**src/hw/rtl/length_crc_frame_receiver_assert.svh**
```systemverilog
// Assertion macros shared by the frame receiver modules.
// Each macro expects clk_i and rst_ni to be in scope.
`ifndef LENGTH_CRC_FRAME_RECEIVER_ASSERT_SVH
`define LENGTH_CRC_FRAME_RECEIVER_ASSERT_SVH

// The consequent must hold in the same cycle as the antecedent.
`define LCRC_ASSERT_SAME(name, ante, cons, msg) \
  name: assert property (@(posedge clk_i) disable iff (!rst_ni) (ante) |-> (cons)) \
    else $error(msg);

// The consequent must hold in the cycle after the antecedent.
`define LCRC_ASSERT_NEXT(name, ante, cons, msg) \
  name: assert property (@(posedge clk_i) disable iff (!rst_ni) (ante) |=> (cons)) \
    else $error(msg);

`endif

```
**src/hw/rtl/lcrc_pkg.sv**
```systemverilog
package lcrc_pkg;

  // Reflected CRC-32 polynomial and start value.
  localparam logic [31:0] CRC_POLY = 32'hEDB8_8320;
  localparam logic [31:0] CRC_INIT = 32'hFFFF_FFFF;

  // Command queue between the parser and the CRC engine (power of two).
  localparam int unsigned FIFO_DEPTH = 4;
  localparam int unsigned FIFO_PTR_W = $clog2(FIFO_DEPTH);
  localparam int unsigned FIFO_CNT_W = $clog2(FIFO_DEPTH + 1);

  // Command kinds; the values match the result kind on the output port.
  typedef enum logic {
    CMD_DATA = 1'b0,
    CMD_END  = 1'b1
  } cmd_kind_e;

  // For a data command the byte sits in word[7:0]; for an end command word
  // holds the received CRC and length the header length.
  typedef struct packed {
    cmd_kind_e   kind;
    logic [31:0] word;
    logic [31:0] length;
  } cmd_t;

  // One byte of the reflected CRC-32 update.
  function automatic logic [31:0] crc_byte(input logic [31:0] crc, input logic [7:0] b);
    logic [31:0] c;
    c = crc ^ {24'h00_0000, b};
    for (int k = 0; k < 8; k++) begin
      c = c[0] ? ((c >> 1) ^ CRC_POLY) : (c >> 1);
    end
    return c;
  endfunction

endpackage

```
**src/hw/rtl/lcrc_front.sv**
```systemverilog
`include "length_crc_frame_receiver_assert.svh"

module lcrc_front (
  input  logic             clk_i,
  input  logic             rst_ni,
  input  logic             in_valid_i,
  output logic             in_stall_o,
  input  logic [7:0]       rx_byte_i,
  input  logic             full_i,
  output logic             push_o,
  output lcrc_pkg::cmd_t   cmd_o
);

  localparam logic [1:0] PH_HEADER  = 2'd0;
  localparam logic [1:0] PH_PAYLOAD = 2'd1;
  localparam logic [1:0] PH_TRAILER = 2'd2;
  localparam logic [1:0] LAST_FIELD = 2'd3;

  logic [1:0]  phase_q, phase_d;
  logic [1:0]  cnt_q, cnt_d;
  logic [31:0] len_q, len_d;
  logic [31:0] rem_q, rem_d;
  logic [23:0] trl_q, trl_d;
  logic [31:0] len_base;
  logic [1:0]  cnt_base;
  logic        accept;

  assign in_stall_o = full_i;
  assign accept     = in_valid_i && !in_stall_o;

  always_comb begin
    phase_d     = phase_q;
    cnt_d       = cnt_q;
    len_d       = len_q;
    rem_d       = rem_q;
    trl_d       = trl_q;
    push_o      = 1'b0;
    cmd_o       = '0;
    cmd_o.kind  = lcrc_pkg::CMD_DATA;
    len_base    = (phase_q == PH_HEADER) ? len_q : 32'h0;
    cnt_base    = (phase_q == PH_HEADER) ? cnt_q : 2'd0;
    unique case (phase_q)
      PH_PAYLOAD: begin
        cmd_o.word = {24'h00_0000, rx_byte_i};
        push_o     = accept;
        if (accept) begin
          rem_d = rem_q - 32'd1;
          if (rem_q == 32'd1) begin
            phase_d = PH_TRAILER;
            cnt_d   = 2'd0;
          end
        end
      end
      PH_TRAILER: begin
        if (cnt_q != LAST_FIELD) begin
          if (accept) begin
            trl_d = {trl_q[15:0], rx_byte_i};
            cnt_d = cnt_q + 2'd1;
          end
        end else begin
          cmd_o.kind   = lcrc_pkg::CMD_END;
          cmd_o.word   = {trl_q, rx_byte_i};
          cmd_o.length = len_q;
          push_o       = accept;
          if (accept) begin
            phase_d = PH_HEADER;
            cnt_d   = 2'd0;
            len_d   = 32'h0;
            rem_d   = 32'h0;
            trl_d   = 24'h0;
          end
        end
      end
      default: begin
        // Header phase; the unused code restarts the header from scratch.
        if (accept) begin
          len_d = {len_base[23:0], rx_byte_i};
          if (cnt_base == LAST_FIELD) begin
            cnt_d   = 2'd0;
            rem_d   = len_d;
            trl_d   = 24'h0;
            phase_d = (len_d != 32'h0) ? PH_PAYLOAD : PH_TRAILER;
          end else begin
            cnt_d   = cnt_base + 2'd1;
            phase_d = PH_HEADER;
          end
        end
      end
    endcase
  end

  always_ff @(posedge clk_i or negedge rst_ni) begin
    if (!rst_ni) begin
      phase_q <= PH_HEADER;
      cnt_q   <= 2'd0;
      len_q   <= 32'h0;
      rem_q   <= 32'h0;
      trl_q   <= 24'h0;
    end else begin
      phase_q <= phase_d;
      cnt_q   <= cnt_d;
      len_q   <= len_d;
      rem_q   <= rem_d;
      trl_q   <= trl_d;
    end
  end

  `LCRC_ASSERT_SAME(a_payload_count_nonzero, phase_q == PH_PAYLOAD, rem_q != 32'h0,
                    "payload phase entered with no bytes remaining")

endmodule

```
**src/hw/rtl/lcrc_fifo.sv**
```systemverilog
`include "length_crc_frame_receiver_assert.svh"

module lcrc_fifo (
  input  logic           clk_i,
  input  logic           rst_ni,
  input  logic           push_i,
  input  lcrc_pkg::cmd_t cmd_i,
  output logic           full_o,
  input  logic           pop_i,
  output logic           valid_o,
  output lcrc_pkg::cmd_t head_o
);

  localparam int unsigned PTR_W = lcrc_pkg::FIFO_PTR_W;
  localparam int unsigned CNT_W = lcrc_pkg::FIFO_CNT_W;

  lcrc_pkg::cmd_t   mem_q [lcrc_pkg::FIFO_DEPTH];
  logic [PTR_W-1:0] wr_ptr_q, rd_ptr_q;
  logic [CNT_W-1:0] count_q;
  logic             do_push, do_pop;

  assign full_o  = (count_q == CNT_W'(lcrc_pkg::FIFO_DEPTH));
  assign valid_o = (count_q != '0);
  assign head_o  = mem_q[rd_ptr_q];
  assign do_push = push_i && !full_o;
  assign do_pop  = pop_i && valid_o;

  always_ff @(posedge clk_i) begin
    if (do_push) begin
      mem_q[wr_ptr_q] <= cmd_i;
    end
  end

  always_ff @(posedge clk_i or negedge rst_ni) begin
    if (!rst_ni) begin
      wr_ptr_q <= '0;
      rd_ptr_q <= '0;
      count_q  <= '0;
    end else begin
      if (do_push) begin
        wr_ptr_q <= wr_ptr_q + PTR_W'(1);
      end
      if (do_pop) begin
        rd_ptr_q <= rd_ptr_q + PTR_W'(1);
      end
      if (do_push && !do_pop) begin
        count_q <= count_q + CNT_W'(1);
      end else if (do_pop && !do_push) begin
        count_q <= count_q - CNT_W'(1);
      end
    end
  end

  `LCRC_ASSERT_SAME(a_no_push_when_full, full_o, !push_i,
                    "command pushed into a full queue")
  `LCRC_ASSERT_SAME(a_count_bounded, 1'b1, count_q <= CNT_W'(lcrc_pkg::FIFO_DEPTH),
                    "queue count beyond its depth")
  `LCRC_ASSERT_NEXT(a_count_grows, push_i && !full_o && !(pop_i && valid_o),
                    count_q == $past(count_q) + CNT_W'(1),
                    "queue count did not follow a lone push")

endmodule

```
**src/hw/rtl/lcrc_back.sv**
```systemverilog
`include "length_crc_frame_receiver_assert.svh"

module lcrc_back (
  input  logic           clk_i,
  input  logic           rst_ni,
  input  logic           valid_i,
  input  lcrc_pkg::cmd_t head_i,
  output logic           pop_o,
  output logic           out_valid_o,
  input  logic           out_stall_i,
  output logic           result_kind_o,
  output logic [7:0]     payload_byte_o,
  output logic           frame_good_o,
  output logic [31:0]    frame_length_o
);

  logic                out_valid_q;
  logic [31:0]         crc_q;
  lcrc_pkg::cmd_kind_e kind_q;
  logic [7:0]          byte_q;
  logic                good_q;
  logic [31:0]         len_q;

  // The output register is free when empty or when its result is taken now.
  assign pop_o = valid_i && (!out_valid_q || !out_stall_i);

  always_ff @(posedge clk_i or negedge rst_ni) begin
    if (!rst_ni) begin
      out_valid_q <= 1'b0;
      crc_q       <= lcrc_pkg::CRC_INIT;
    end else begin
      if (pop_o) begin
        out_valid_q <= 1'b1;
        if (head_i.kind == lcrc_pkg::CMD_END) begin
          crc_q <= lcrc_pkg::CRC_INIT;
        end else begin
          crc_q <= lcrc_pkg::crc_byte(crc_q, head_i.word[7:0]);
        end
      end else if (!out_stall_i) begin
        out_valid_q <= 1'b0;
      end
    end
  end

  always_ff @(posedge clk_i) begin
    if (pop_o) begin
      kind_q <= head_i.kind;
      if (head_i.kind == lcrc_pkg::CMD_END) begin
        byte_q <= 8'h00;
        good_q <= (head_i.word == ~crc_q);
        len_q  <= head_i.length;
      end else begin
        byte_q <= head_i.word[7:0];
        good_q <= 1'b0;
        len_q  <= 32'h0;
      end
    end
  end

  assign out_valid_o    = out_valid_q;
  assign result_kind_o  = kind_q;
  assign payload_byte_o = byte_q;
  assign frame_good_o   = good_q;
  assign frame_length_o = len_q;

  `LCRC_ASSERT_SAME(a_end_has_no_byte, out_valid_q && kind_q == lcrc_pkg::CMD_END,
                    byte_q == 8'h00, "end-of-frame result carries a payload byte")
  `LCRC_ASSERT_NEXT(a_crc_restarts, pop_o && head_i.kind == lcrc_pkg::CMD_END,
                    crc_q == lcrc_pkg::CRC_INIT, "CRC not restarted after a frame end")

endmodule

```
**src/hw/rtl/length_crc_frame_receiver.sv**
```systemverilog
// Length-prefixed frame receiver with a CRC-32 trailer.
// Input channel: one link byte per transfer on rx_byte_i, qualified by
// in_valid_i and held off by in_stall_o. A frame is a 4-byte big-endian
// length, that many payload bytes, then the big-endian reflected CRC-32 of
// the payload. Output channel: one result per transfer, held off by
// out_stall_i. A payload byte gives a data result (kind 0); the last trailer
// byte gives an end result (kind 1) with the length and a CRC match flag.
// Header bytes and the first three trailer bytes give no result.
// Throughput is one byte per cycle while the queue is not full, set by the
// byte-wide CRC update in the back end. An accepted byte passes through the
// parser into the command queue, then through the CRC engine into the
// output register.
// Reset clears the parser to the header phase, empties the queue, drops any
// pending result and restarts the CRC. When the receiver stalls, the output
// register holds; the four-entry queue keeps absorbing bytes and in_stall_o
// rises only once it is full, so no byte is lost.
module length_crc_frame_receiver (
  input  logic        clk_i,
  input  logic        rst_ni,
  input  logic        in_valid_i,
  output logic        in_stall_o,
  input  logic [7:0]  rx_byte_i,
  output logic        out_valid_o,
  input  logic        out_stall_i,
  output logic        result_kind_o,
  output logic [7:0]  payload_byte_o,
  output logic        frame_good_o,
  output logic [31:0] frame_length_o
);

  // Commands from the parser to the CRC engine.
  lcrc_pkg::cmd_t cmd;
  lcrc_pkg::cmd_t head;
  logic           push;
  logic           full;
  logic           pop;
  logic           head_valid;

  // The parser tracks header, payload and trailer and emits a data command
  // for each payload byte and an end command for the last trailer byte.
  lcrc_front u_front (
    .clk_i      (clk_i),
    .rst_ni     (rst_ni),
    .in_valid_i (in_valid_i),
    .in_stall_o (in_stall_o),
    .rx_byte_i  (rx_byte_i),
    .full_i     (full),
    .push_o     (push),
    .cmd_o      (cmd)
  );

  // The queue decouples the parser from a stalled output.
  lcrc_fifo u_fifo (
    .clk_i   (clk_i),
    .rst_ni  (rst_ni),
    .push_i  (push),
    .cmd_i   (cmd),
    .full_o  (full),
    .pop_i   (pop),
    .valid_o (head_valid),
    .head_o  (head)
  );

  // The CRC engine runs the CRC over payload bytes, checks it at frame end
  // and owns the output register.
  lcrc_back u_back (
    .clk_i          (clk_i),
    .rst_ni         (rst_ni),
    .valid_i        (head_valid),
    .head_i         (head),
    .pop_o          (pop),
    .out_valid_o    (out_valid_o),
    .out_stall_i    (out_stall_i),
    .result_kind_o  (result_kind_o),
    .payload_byte_o (payload_byte_o),
    .frame_good_o   (frame_good_o),
    .frame_length_o (frame_length_o)
  );

endmodule
```
**config.mk**
```make
export PLATFORM = sky130hd
export DESIGN_NAME = length_crc_frame_receiver
export DESIGN_NICKNAME = d
export VERILOG_FILES = /design/src/hw/rtl/lcrc_pkg.sv /design/src/hw/rtl/lcrc_front.sv /design/src/hw/rtl/lcrc_fifo.sv /design/src/hw/rtl/lcrc_back.sv /design/src/hw/rtl/length_crc_frame_receiver.sv
export VERILOG_INCLUDE_DIRS = /design/src /design/src/hw/rtl
export SDC_FILE = /design/constraint.sdc
export NUM_CORES = 1
export LEC_CHECK = 0
export ABC_CLOCK_PERIOD_IN_PS = 4900
export BUFFER_PORTS_ARGS = -buffer_cell sky130_fd_sc_hd__buf_4
export CORE_ASPECT_RATIO = 1.4
export CORE_UTILIZATION = 64
export CTS_BUF_LIST = sky130_fd_sc_hd__clkbuf_4
export DETAILED_ROUTE_END_ITERATION = 6
export PLACE_DENSITY = 0.82
export SLEW_MARGIN = 40
export SYNTH_ARGS = -nofsm -noshare
export SYNTH_HDL_FRONTEND = slang
export SYNTH_HIERARCHICAL = 1
export SYNTH_SLANG_ARGS = --single-unit
```
**constraint.sdc**
```tcl
create_clock -name clk_i -period 4.9 [get_ports clk_i]
set_clock_uncertainty 0.05 [all_clocks]
set_input_delay 0.49 -clock clk_i [delete_from_list [all_inputs] [get_ports clk_i]]
set_output_delay 0.49 -clock clk_i [all_outputs]
set_load 0.02 [all_outputs]
```
### Yosys cells after proc, flatten, opt, wreduce, memory -nomap -nowiden

Memory sizes are Yosys's and may differ from the RTL's.
Cells that the tools add are included.

* flip-flop bits (word level): 174
* memory bits (writable): 260
* bits of input ports: 12
* output and inout port bits: 44
* logic and storage cells: 118
* memories: 1

Memories
* u_fifo.mem_q: depth 4, width 65, read ports 1, clocked after memory_dff 0, write ports 1, RTL line lcrc_fifo.sv:17 `lcrc_pkg::cmd_t mem_q [lcrc_pkg::FIFO_DEPTH];`

* add/subtract/negate cells: 7
* eq/ne operators: 10
* muxes and demuxes: 52
* bitwise operators: 11
* reduce and logical (&&, ||, !) cells: 23

Operators with widths (count)
* 2-to-1 mux 32 bit: 16
* case mux 32 bit (2 select lines): 3
* 2-to-1 mux 24 bit: 6
* NOT 13 -> 14 bit: 8
* 2-to-1 mux 65 bit: 1
* case mux 24 bit (2 select lines): 1
* == test 32 x 1 -> 1 bit (second input constant): 1
* == test 32 bit: 1
* NOT 32 bit: 1
* nonzero test 32 bit: 1
* subtractor 32 x 1 -> 32 bit (second input constant): 1
* XOR 32 x 8 -> 32 bit: 1
* 2-to-1 mux 2 bit: 14
* AND reduction 3 bit: 4
* adder 2 x 1 -> 2 bit (second input constant): 4
* case mux 2 bit (2 select lines): 2
* logical AND 1 bit: 6
* 2-to-1 mux 1 bit: 6
* 2-to-1 mux 3 bit: 2
* nonzero test 3 bit: 2
* zero test 1 bit: 5
* == test 2 bit (second input constant): 2
* inequality test 2 x 1 -> 1 bit (second input constant): 2
* inequality test 2 bit (second input constant): 2
* other kinds (10): 11

### Depth between registers and ports, before layout

Gate-level depths: netlist (run 1).
An unclocked memory read counts as a cell.

* depth after elaboration: 19
* depth in mapped cells: 14
* depth with buffers taken out: 12

### Hierarchy

Netlist (run 1), hierarchy kept.

Modules (own cells, without submodules)
* lcrc_fifo: instances 1, cells an instance 375, area an instance 9829.4 sq um, sequential area each 7982.7 sq um
* lcrc_front: instances 1, cells an instance 539, area an instance 4939.7 sq um, sequential area each 2302.2 sq um
* lcrc_back: instances 1, cells an instance 302, area an instance 3778.6 sq um, sequential area each 2127.0 sq um

### Least setup slack after synthesis (run 1)

OpenSTA, ideal clock, no wires.

* kind: reg-to-reg
* start: register u_fifo.count_q[0]
* end: register u_fifo.count_q[1]
* setup time: 0.125 ns
* arrival time: 3.659 ns
* data required time: 4.725 ns
* path slack: 1.066 ns
* stages on the path, launching flop included: 9
* path buffers: 1
* period minus slack after synthesis: 3.834 ns
* cell sequence: dfrtp_1 -> or3_1 -> a21boi_1 -> clkbuf_1 -> nand2_1 -> ha_1 -> inv_1 -> fa_1 -> mux2_2

* elaborated cells on any way between the ends: 18
* those cells by class: add/sub: 2; eq/ne: 1; mux: 4; reduce/logical: 11

RTL lines
* from (decl): RTL line lcrc_fifo.sv:19 `logic [CNT_W-1:0] count_q;`
* from (signal assigned): RTL line lcrc_fifo.sv:47 `count_q <= count_q + CNT_W'(1);`
* from (signal assigned): RTL line lcrc_fifo.sv:49 `count_q <= count_q - CNT_W'(1);`
* nonzero test 3 bit *: RTL line lcrc_fifo.sv:23 `assign valid_o = (count_q != '0);`
* via head_valid: RTL line length_crc_frame_receiver.sv:37 `logic head_valid;`
* logical AND 1 bit *: RTL line lcrc_back.sv:25 `assign pop_o = valid_i && (!out_valid_q || !out_stall_i);`
* via pop: RTL line length_crc_frame_receiver.sv:36 `logic pop;`
* logical AND 1 bit *: RTL line lcrc_fifo.sv:26 `assign do_pop = pop_i && valid_o;`
* zero test 1 bit: RTL line lcrc_fifo.sv:46 `if (do_push && !do_pop) begin`
* logical AND 1 bit: RTL line lcrc_fifo.sv:46
* 2-to-1 mux 3 bit or nonzero test 2 bit (tied branches)

Mark *: on every way through the listed nets, which the timed path passes. The rest lies on a longest branch. The select of a mux whose other input is x is not followed.
A chain may end at the register's enable or synchronous reset.

### Worst setup path in the final report (run 1)

* start: register u_front.cnt_q[0]
* end: memory u_fifo/mem_q[1][10] in the netlist's numbering, enable pin

* longest elaborated chain between the ends: 6

RTL lines
* from (decl): RTL line lcrc_front.sv:20 `logic [1:0] cnt_q, cnt_d;`
* from (signal assigned): RTL line lcrc_front.sv:101 `cnt_q <= cnt_d;`
* inequality test 2 bit: RTL line lcrc_front.sv:55 `if (cnt_q != LAST_FIELD) begin`
* 2-to-1 mux 1 bit: RTL line lcrc_front.sv:55
* case mux 1 bit (2 select lines): RTL line lcrc_front.sv:42 `unique case (phase_q)`
* via push: RTL line length_crc_frame_receiver.sv:34 `logic push;`
* logical AND 1 bit: RTL line lcrc_fifo.sv:25 `assign do_push = push_i && !full_o;`
* 2-to-1 mux 1 bit: RTL line lcrc_fifo.sv:29 `if (do_push) begin`
* 2-to-1 mux 1 bit (not written as such): RTL line lcrc_fifo.sv:30 `mem_q[wr_ptr_q] <= cmd_i;`
* to (decl): RTL line lcrc_fifo.sv:17

The timed path passes the listed nets, and every way through them passes these cells.

==> summary.txt, run 1 <==
Outcome
  • Status: finished, final reports clean

STA
  • Final Hold Vio Count: 0
  • Fin crit period: roughly 3400 ps
  • Slew headroom: between 40% and 50%
  • Final TNS setup: 0 ps
  • Worst-margin pin slew: a little over 800 ps
  • Max Fclk: 295.4 MHz
  • Final setup fails: 0
  • Max-slew violation count: 0
  • Tightest hold margin: about 250 ps
  • Final WS setup: ~1500 ps
  • Period Utilization, post-route: 69.08%
  • Unrepaired setup endpoints after global routing: no

Synthesis
  • Synth Register Bits: 434
  • Top FF cell, synth: edfxtp_1
  • Combinational family with the most area after synthesis: simple AND/OR/NAND/NOR gates
  • Post-synthesis compound-gate area fraction: ~6.9%
  • Xor/xnor share of the synthesized area: roughly 5.4%
  • Most frequent cell after synthesis: edfxtp_1
  • Synth Instances: 1216
  • Simple-Gate Fraction of Synth Area: slightly above 9%
  • Synth Net Count: 1243
  • Synth unique cells: around 70
  • Syn_area_per_cell: about 15 um2
  • Post-Syn Area: 18550 um2
  • Largest cells by area after synthesis: edfxtp_1, dfrtp_1, mux4_2, dfstp_2, xnor2_1
  • Number of enable flip-flop cells after synthesis: about 300
  • YS warnings: 6
  • Ys async rst share: 30.41%
  • Top cell type's share of synthesized area: slightly below 50%
  • Post-Synth Adder-Cell Area: between 1 and 1.5%
  • Top cells by count, synth: edfxtp_1, dfrtp_1, mux4_2
  • Cell accounting for the most synthesized area: edfxtp_1
  • Post-synthesis mux area share: just over 8%
  • Sequential area share after synthesis: around 67%

Floorplan
  • Die area: slightly below 30000 um2
  • Die width: 145.9 um
  • FP Rows: 73
  • I/O pins: 56
  • Initial Util: 65.30%
  • Die Y: 203.4 um
  • Core Footprint: about 28000 um2

Global route
  • GR peak layer: met2
  • Vias in the first global route: 11150
  • Antenna violations before repair: 1
  • Largest net degree at the start of global routing: 76
  • Tot GR Track Use: about 28%
  • GRT met1 Usage: a little under two fifths
  • First-pass GRT wire length: around 60000 um
  • Met2 Resource Use GR: 43.97%
  • Met3 Usage GRT: roughly 5.6%
  • Gr ovfl total: 0

Setup path
  • CP peak stage delay: between 600 and 700 ps
  • CP required: 5250 ps
  • Worst-path maximum fanout: 36
  • Critical Path Sink: u_fifo/mem_q[1][10]
  • RR Endpoint: u_fifo/mem_q[1][10]
  • Worst reg-to-reg path cell count: 9
  • Crit-path cells: ha_1 -> buf_4 -> and2_0 -> buf_4 -> nand2_1 -> a21oi_1 -> nor2b_1 -> and2_2 -> buf_4
  • Worst path depth: 9
  • Slowest-stage cell, CP: and2_2
  • Worst path most repeated cell: buf_4
  • Critical path startpoint: u_front/cnt_q[0]
  • R2r startpoint: u_front/cnt_q[0]
  • Crit end category: register
  • Critical path's top delay family: simple AND/OR/NAND/NOR gates
  • CP arrival: 3730 ps
  • Kind of critical path: reg2reg
  • Critical Path Source Type: register
  • CP Buf/Inv Count: 3
  • R2r setup slk: ~1500 ps

Clocking
  • Clock transition at path regs: 70 ps
  • Skew-Pair Late Insertion Delay: ~760 ps
  • H-tree depth: 3
  • Hold buffers post-CTS: 10
  • Sink Count: around 430
  • Root Driver: clkbuf_4
  • Setup Fix Bufs, Post-CTS: 0
  • CTS tree: built
  • Post_cts resized: 0
  • CTS buffer count: 100
  • Max clock buf depth: 3

Routing
  • DR vias/cell: roughly 6.2
  • Routed vias: between 10000 and 15000
  • DR pass1 iterations: 5
  • DR WL/cell: around 22 um
  • Iter 0 DRT Violations: ~940
  • Final wirelength: a little under 40000 um
  • DRC: 0
  • Final ANT Viol Nets: 0

Place
  • Port bufs: 55
  • Dpl cells: 1600
  • Routability cong.: 0.8624
  • Pre-CTS setup slack: ~1600 ps
  • DP Wirelength: roughly 25000 um

Power and ir drop
  • Fraction of power consumed by combinational cells: between 30% and 40%
  • Leakage power: around 0.0074 uW
  • Clock share of power: 23.7%
  • Power per cell area: 618.6 nW/um2
  • Reg power frac: 41.3%
  • Pint: around 8300 uW
  • Switching Share: a little over a third
  • P_sw: roughly 4600 uW
  • Peak VDD IR: between 0.4 and 0.5 mV

Final layout
  • Layout cell share with drive strength beyond 1: 26.67%
  • Syn-to-layout area delta: 12.41%
  • Final Non-Filler Cells: between 1500 and 2000
  • Fin nets: between 1000 and 1500

Worst hold path
  • Worst Hold Class: in2async

Job
  • Max Cap Viol: 0
placed cells by master (no fill, tap or decap), drive strengths merged, types with 5 or more instances in the layout:
cell / count
or3: 7
and3: 56
buf: 79
inv: 18
nand2: 58
nor3: 20
a22o: 44
xnor2: 58
and2: 50
o2bb2ai: 5
a21oi: 48
nand4: 10
a32oi: 9
xor2: 42
nor2: 53
edfxtp: 302
dfstp: 32
mux2: 5
dfrtp: 100
clkinv: 44
clkbuf: 137
nor4: 19
ha: 14
nand3: 8
a22oi: 8
or4: 7
bufinv: 6
mux4: 65
nor2b: 13
dlygate4sd3: 10
o21ai: 58
worst reg2reg max path, stage by stage (launching register included):
cell and delay (ps):
dfrtp_1 390, ha_1 160, buf_4 270, and2_0 170
buf_4 240, nand2_1 110, a21oi_1 130, nor2b_1 410
and2_2 660, buf_4 440
cell type report:
| class | instances | area [um2] |
|---|---|---|
| Sequential cell | 434 | 12420 |
| Fill cell | 1646 | 7557 |
| Multi-Input combinational cell | 695 | 5756 |
| Clock buffer | 137 | 1028 |
| Timing Repair Buffer | 89 | 725.7 |
| Tap cell | 375 | 469.2 |
| Clock inverter | 53 | 384.1 |
| Inverter | 17 | 63.81 |
| Antenna cell | 1 | 2.502 |
registers in the layout (all words and copies together), names as in the netlist:
register / cells
u_back/crc_q: 32
u_back/frame_good_o: 1
u_back/frame_length_o: 32
u_back/out_valid_o: 1
u_back/payload_byte_o: 8
u_back/result_kind_o: 1
u_fifo/count_q: 3
u_fifo/mem_q: 260
u_fifo/rd_ptr_q: 2
u_fifo/wr_ptr_q: 2
u_front/cnt_q: 2
u_front/len_q: 32
u_front/phase_q: 2
u_front/rem_q: 32
u_front/trl_q: 24
cell families after synthesis:
group	Yosys count
simple gates	313
mux	71
buf+inv	87
flops	434
fa+ha+maj	15
xor+xnor	101
compound gates	195
power by group through the flow:
stage	Combinational, uW	Clock (uW)	Sequential, uW
4_1_cts	4520	3120	5310
5_1_grt	4880	3300	5390
6_report	4530	3050	5320
3_5_place_dp	4480	0	5370
2_1_floorplan	3630	0	5160
3_3_place_gp	4370	0	5350
metrics by stage:
stage,instance area (um2),utilization [%],total power (uW)
after floorplan,18550,-,8785
final,20850,73.40,12900
after global placement,19310,67.97,9718
after detailed placement,19320,68.01,9845
after CTS,20830,73.34,12950
after global routing,20850,73.40,13570
layer usage:
metal,part of all wire (%),vias up
met5,0,-
met4,3.9,0
met3,7.4,91
met2,49,507
met1,39,5553
li1,-,4938
worst min-delay path by stage:
stage	from	slack [ps]	cells past startpoint	to
after floorplan	rst_ni	140	0	u_back/out_valid_o
after global routing	rst_ni	260	2	u_front/rem_q[13]
after global placement	u_front/trl_q[19]	400	2	u_front/trl_q[19]
after CTS	rst_ni	220	2	u_front/trl_q[9]
final	rst_ni	250	2	u_front/trl_q[8]
after detailed placement	u_front/trl_q[16]	420	2	u_front/trl_q[16]
Power figures use the tool's default switching activity.
==> run 2, diff against run 1 <==
- ABC_CLOCK_PERIOD_IN_PS: 4900 -> 2900
- CORE_UTILIZATION: 64 -> 58
- PLACE_DENSITY: 0.82 -> 0.78
- clock period: 4.9 -> 2.9 ns (I/O delays scaled with it)
==> run 2 against run 1 <==
- global-route usage shrank 2.9 points
- combinational power grew 82%
- clock power grew 69%
- critical endpoint is now u_front/rem_q[18]
- largest cell class unchanged
- critical path depth shrank 1
- routed wire length shrank 2.6%
- fmax grew 27%
- total power grew 72%
- design area grew 2.3%
- non-clock buffer count grew 37
==> summary.txt, run 2 (synthesis results as in run 1) <==
Outcome
  • Status: finished, final reports clean

Power and ir drop
  • Leakage power: 0.007654 uW (+3.0%)
  • Fraction of power consumed by combinational cells: 37.0% (+1.9 points)
  • Switching Share: 35.25% (-0.15 points)
  • Power per cell area: 1043 nW/um2 (+69%)
  • Peak VDD IR: 0.7784 mV (+91%)
  • Clock share of power: 23.2% (-0.5 points)
  • P_sw: 7837 uW (+72%)
  • Tot Pwr: 22230 uW (+72%)
  • Reg power frac: 39.7% (-1.6 points)
  • Pint: 14400 uW (+73%)

Floorplan
  • Initial Util: 58.87% (-6.4 points)
  • FP Rows: 77 (+5.5%)
  • Die width: 153.1 um (+5.0%)
  • Die area: 32710 um2 (+10%)
  • Core Footprint: 31500 um2 (+11%)
  • Die Y: 213.6 um (+5.0%)
  • I/O pins: 56 (unchanged)

STA
  • Period Utilization, post-route: 91.70% (+23 points)
  • Unrepaired setup endpoints after global routing: no
  • Worst-margin pin slew: 621.4 ps (-192.6 ps)
  • Fin crit period: 2659 ps (-725.8 ps)
  • Final Hold Vio Count: 0 (unchanged)
  • Max Fclk: 376.0 MHz (+27%)
  • Final WS setup: 240.7 ps (-1274 ps)
  • Final setup fails: 0 (unchanged)
  • Max-slew violation count: 0 (unchanged)
  • Slew headroom: 58.57% (+13 points)
  • Tightest hold margin: 75.41 ps (-174.4 ps)

Clocking
  • H-tree depth: 3 (unchanged)
  • CTS buffer count: 100 (unchanged)
  • Clock transition at path regs: 70 ps (about the same)
  • Skew-Pair Late Insertion Delay: 800 ps (+40 ps)
  • CTS tree: built
  • Root Driver: clkbuf_4
  • Max clock buf depth: 3 (unchanged)
  • Sink Count: 434 (unchanged)

Setup path
  • R2r startpoint: u_front/phase_q[0]
  • Kind of critical path: reg2reg
  • Worst-path maximum fanout: 7 (-81%)
  • R2r setup slk: 240 ps (-1270 ps)
  • RR Endpoint: u_front/rem_q[18]
  • Critical Path Source Type: register
  • CP required: 3520 ps (-1730 ps)
  • CP arrival: 3280 ps (-450 ps)
  • Worst reg-to-reg path cell count: 8 (-1)
  • Crit end category: register

Place
  • Routability cong.: 0.9156 (+6.2%)
  • Dpl cell area: 19780 um2 (+2.4%)
  • Dpl cells: 1656 (+3.5%)
  • Port bufs: 55 (unchanged)
  • DP Wirelength: 25300 um (+0.24%)
  • Pre-CTS setup slack: 194.4 ps (-1386 ps)

Worst hold path
  • Number of cells on the worst hold path: 5
  • Sink of the worst hold path: u_fifo/wr_ptr_q[0]
  • Worst Hold Class: in2reg
  • Hold_sp: in_valid_i

Global route
  • Gr ovfl total: 0 (unchanged)
  • Vias in the first global route: 11280 (+1.1%)
  • Tot GR Track Use: 24.66% (-2.9 points)
  • Antenna violations before repair: 1 (unchanged)
  • First-pass GRT wire length: 60950 um (-0.84%)
  • Largest net degree at the start of global routing: 53 (-30%)

Routing
  • DR WL/cell: 20.83 um (-5.5%)
  • Final ANT Viol Nets: 0 (unchanged)
  • DR vias/cell: 5.959 (-3.2%)
  • Final wirelength: 38660 um (-2.6%)
  • DRC: 0 (unchanged)
  • DR pass1 iterations: 5 (unchanged)
  • Iter 0 DRT Violations: 883 (-5.6%)
  • Routed vias: 11060 (-0.26%)

Final layout
  • Most common library cell in the layout ignoring fill and taps: edfxtp_1
  • Most frequent cells in the layout: edfxtp_1, clkbuf_4, buf_4, dfrtp_1, mux4_2
  • Fin nets: 1401 (+2.7%)
  • Design area: 21320 um2 (+2.3%)
  • Max reg flops: 260 (unchanged)
  • Largest Register: u_fifo/mem_q
  • Syn-to-layout area delta: 14.97%
  • Final Non-Filler Cells: 1856 (+3.1%)
  • Layout cell share with drive strength beyond 1: 28.42% (+1.8 points)

Job
  • Max Cap Viol: 0 (unchanged)
## run 2: cell types whose count changed in the layout (fill, tap and decap cells not counted), moves of 2 or more
cell        previous run  this run
clkbuf_4             137       146
inv_2                  2         0
nor2b_2                0         2
inv_6                  0         2
clkinvlp_4             2         0
clkinv_4               0         2
buf_12                 2        16
buf_4                 75        99
clkinv_2              16         6
## run 2: timing repair
item                                   in CTS  in global routing
endpoints found under the hold margin     201                  0
buffers inserted                            0                  0
hold buffers                               11                  0
resized for setup                           0                  2
setup endpoints to repair                   0                  2
## run 2: power by group through the flow
stage                     Sequential, uW  Combinational (uW)  Clock, uW
after floorplan                     8700                6130          0
after global placement              8890                8030          0
after detailed placement            8920                8180          0
after CTS                           8810                8240       5300
after global routing                8940                8890       5610
final                               8840                8230       5160
## run 2: critical path: stages (launching register included)
cell and delay (ps):
dfrtp_1 400, inv_1 90, ha_1 280, and2_1 190, ha_1 220, nor3_1 90, or3_1 490, o311a_2 430
a221o_1 280
## run 2: layout make-up
type | count | area [um2]
Sequential cell | 434 | 12420
Fill cell | 2073 | 10180
Multi-Input combinational cell | 695 | 5759
Timing Repair Buffer | 126 | 1175
Clock buffer | 146 | 1096
Tap cell | 395 | 494.2
Clock inverter | 42 | 316.6
Inverter | 17 | 63.81
Antenna cell | 1 | 2.502
## run 2: worst max-delay path by stage
stage                       startpoint  slack (ps)            endpoint  cells past startpoint
detailed placement  u_front/phase_q[0]         190   u_fifo/count_q[2]                     12
global placement    u_front/phase_q[0]         320   u_front/rem_q[18]                      8
finish              u_front/phase_q[0]         240   u_front/rem_q[18]                      8
CTS                 u_front/phase_q[0]         190   u_fifo/count_q[2]                     12
global route         u_front/rem_q[16]         100   u_front/rem_q[30]                      5
floorplan           u_front/phase_q[0]         -20  u_fifo/mem_q[0][0]                      9
## run 2: metrics by stage
stage,setup TNS (ps),util (%)
3_5_place_dp,0,62.77
3_3_place_gp,0,62.75
6_report,0,67.69
5_1_grt,0,67.69
2_1_floorplan,-6257,-
4_1_cts,0,67.64
## run 2: layer usage
metal,share of wire (%),GRT usage [%]
met1,40,31.83
met2,51,40.34
met3,6.2,4.547
met4,3.3,13.03
met5,0,0
==> run 3, diff against run 2 <==
- CTS_CLUSTER_SIZE: not set -> 14
- PLACE_DENSITY: 0.78 -> not set
- PLACE_DENSITY_LB_ADDON: not set -> 0.15
==> run 3 against run 2 <==
- hold slack improved by 19 ps
- non-clock buffer count increased by 4
- global-route usage increased by 0.62 points
- register-to-register slack about the same
- routed wire length increased by 1.9%
- critical path depth decreased by 3
- first-iteration DRC count decreased by 19%
- via count decreased by 0.40%
- sequential share of layout area increased by 0.54 points
- final cell count about the same
- worst setup slack improved by 3.2 ps
- largest power group unchanged
- highest routed layer unchanged
==> summary.txt, run 3 (synthesis results as in run 1) <==
Final layout
  • Syn-to-layout area delta: 13.92%
  • Largest Register: u_fifo/mem_q
  • Fin nets: 1405 (+0.29%)
  • Layout cell share with drive strength beyond 1: 28.41% (about the same)
  • Max reg flops: 260 (unchanged)
  • Layout Utilization: 67.07% (-0.62 points)
  • Most common library cell in the layout ignoring fill and taps: edfxtp_1
  • Most frequent cells in the layout: edfxtp_1, clkbuf_4, buf_4, dfrtp_1, mux4_2
  • Design area: 21130 um2 (-0.92%)

Place
  • DP Wirelength: 26040 um (+2.9%)
  • Port bufs: 55 (unchanged)
  • Pre-CTS setup slack: 247.3 ps (+52.92 ps)
  • Routability cong.: 0.8973 (-2.0%)
  • Dpl cell area: 19730 um2 (-0.25%)

Routing
  • DRC: 0 (unchanged)
  • DR vias/cell: 5.932 (-0.45%)
  • Iter 0 DRT Violations: 715 (-19%)
  • Final ANT Viol Nets: 0 (unchanged)
  • DR WL/cell: 21.22 um (+1.9%)
  • Routed vias: 11020 (-0.40%)
  • Final wirelength: 39400 um (+1.9%)
  • DR pass1 iterations: 5 (unchanged)

Setup path
  • Kind of critical path: reg2reg
  • Critical path startpoint: u_front/rem_q[18]
  • Critical Path Source Type: register
  • CP required: 3500 ps (-20 ps)
  • CP Buf/Inv Count: 0 (-1)
  • CP arrival: 3260 ps (-20 ps)
  • CP peak stage delay: 580 ps (+90 ps)
  • Crit end category: register
  • R2r startpoint: u_front/rem_q[18]
  • Worst-path maximum fanout: 7 (unchanged)
  • Slowest-stage cell, CP: or4_4
  • Critical path's top delay family: simple AND/OR/NAND/NOR gates
  • Crit-path cells: or4_4 -> or3_1 -> nor3_1 -> a31oi_1 -> mux2_2

Clocking
  • Skew-Pair Late Insertion Delay: 810 ps (about the same)
  • Sink Count: 434 (unchanged)
  • Max clock buf depth: 3 (unchanged)
  • CTS tree: built
  • Root Driver: clkbuf_4
  • H-tree depth: 3 (unchanged)
  • Clock transition at path regs: 70 ps (about the same)
  • CTS buffer count: 100 (unchanged)

Global route
  • Largest net degree at the start of global routing: 48 (-9.4%)
  • Tot GR Track Use: 25.28% (+0.62 points)
  • Vias in the first global route: 11330 (+0.45%)
  • Antenna violations before repair: 1 (unchanged)
  • Gr ovfl total: 0 (unchanged)
  • First-pass GRT wire length: 61930 um (+1.6%)

STA
  • Max-slew violation count: 0 (unchanged)
  • Max Fclk: 376.5 MHz (+0.12%)
  • Unrepaired setup endpoints after global routing: no
  • Fin crit period: 2656 ps (-3.163 ps)
  • Period Utilization, post-route: 91.59% (-0.11 points)
  • Worst-margin pin slew: 684.6 ps (+63.16 ps)
  • Final WS setup: 243.8 ps (+3.163 ps)
  • Final Hold Vio Count: 0 (unchanged)
  • Slew headroom: 54.01% (-4.6 points)
  • Final setup fails: 0 (unchanged)

Floorplan
  • I/O pins: 56 (unchanged)
  • Initial Util: 58.87% (unchanged)
  • Die Y: 213.6 um (unchanged)
  • FP Rows: 77 (unchanged)
  • Die width: 153.1 um (unchanged)
  • Core Footprint: 31500 um2 (unchanged)
  • Die area: 32710 um2 (unchanged)

Power and ir drop
  • Peak VDD IR: 0.5774 mV (-26%)
  • Power per cell area: 1023 nW/um2 (-1.9%)
  • Leakage power: 0.007589 uW (-0.84%)
  • Tot Pwr: 21620 uW (-2.8%)

Job
  • Max Cap Viol: 0 (unchanged)

Worst hold path
  • Hold_sp: in_valid_i
  • Worst Hold Class: in2reg

Outcome
  • Status: finished, final reports clean
==> run 3: per-layer routing <==
metal	share of wire, %	up-vias	GRT usage (%)
met5	0	-	0
met3	5.6	73	3.941
met4	2.5	0	11.70
met2	51	388	42.58
li1	-	5019	-
met1	41	5536	32.68
==> run 3: layout make-up <==
class	count	area [um2]
Sequential cell	434	12420
Timing Repair Buffer	130	1115
Tap cell	395	494.2
Fill cell	2236	10380
Clock inverter	34	160.2
Multi-Input combinational cell	695	5743
Antenna cell	1	2.502
Clock buffer	151	1134
Inverter	17	63.81
==> run 3: worst reg2reg max path: cells and delay by family, from the launching register on <==
kind | cells | cell delay (ps)
simple gates | 3 | 1500
flops | 1 | 410
mux | 1 | 310
compound gates | 1 | 240
==> run 3: repair_timing <==
| item | 4_1_cts | 5_1_grt |
|---|---|---|
| setup endpoints to repair | 0 | 1 |
| hold buffers | 11 | 0 |
| gates resized for setup | 0 | 1 |
| endpoints found under the hold margin | 206 | 0 |
| setup buffers | 0 | 0 |
==> run 3: final timing paths <==
| kind | slack [ps] | depth (start not counted) | end |
|---|---|---|---|
| min in group asynchronous | 210 | 2 | u_back/crc_q[9] |
| worst max-delay path | 240 | 5 | u_front/phase_q[0] |
| worst max register to register | 240 | 5 | u_front/phase_q[0] |
| worst min-delay path | 90 | 5 | u_fifo/wr_ptr_q[0] |
| max in group asynchronous | 1980 | 3 | u_fifo/rd_ptr_q[1] |
| worst min register to register | 420 | 2 | u_front/trl_q[21] |
==> run 3: where the power goes <==
group / leakage (uW) / switching [uW] / total, uW / internal, uW
Clock: 0.000766 / 2320 / 4730 / 2410
Sequential: 0.00413 / 1080 / 8850 / 7780
Combinational: 0.00269 / 4300 / 8040 / 3730
Total: 0.00759 / 7700 / 21600 / 13900
==> run 3: through the flow <==
stage | hold slack [ps] | TNS [ps] | cells
final | 93.95 | 0 | 1857
after global routing | 78.07 | 0 | 1857
after CTS | 28.71 | 0 | 1856
after detailed placement | 238.1 | 0 | 1660
after global placement | 235.2 | 0 | 1660
after floorplan | -55.59 | -6257 | 1216
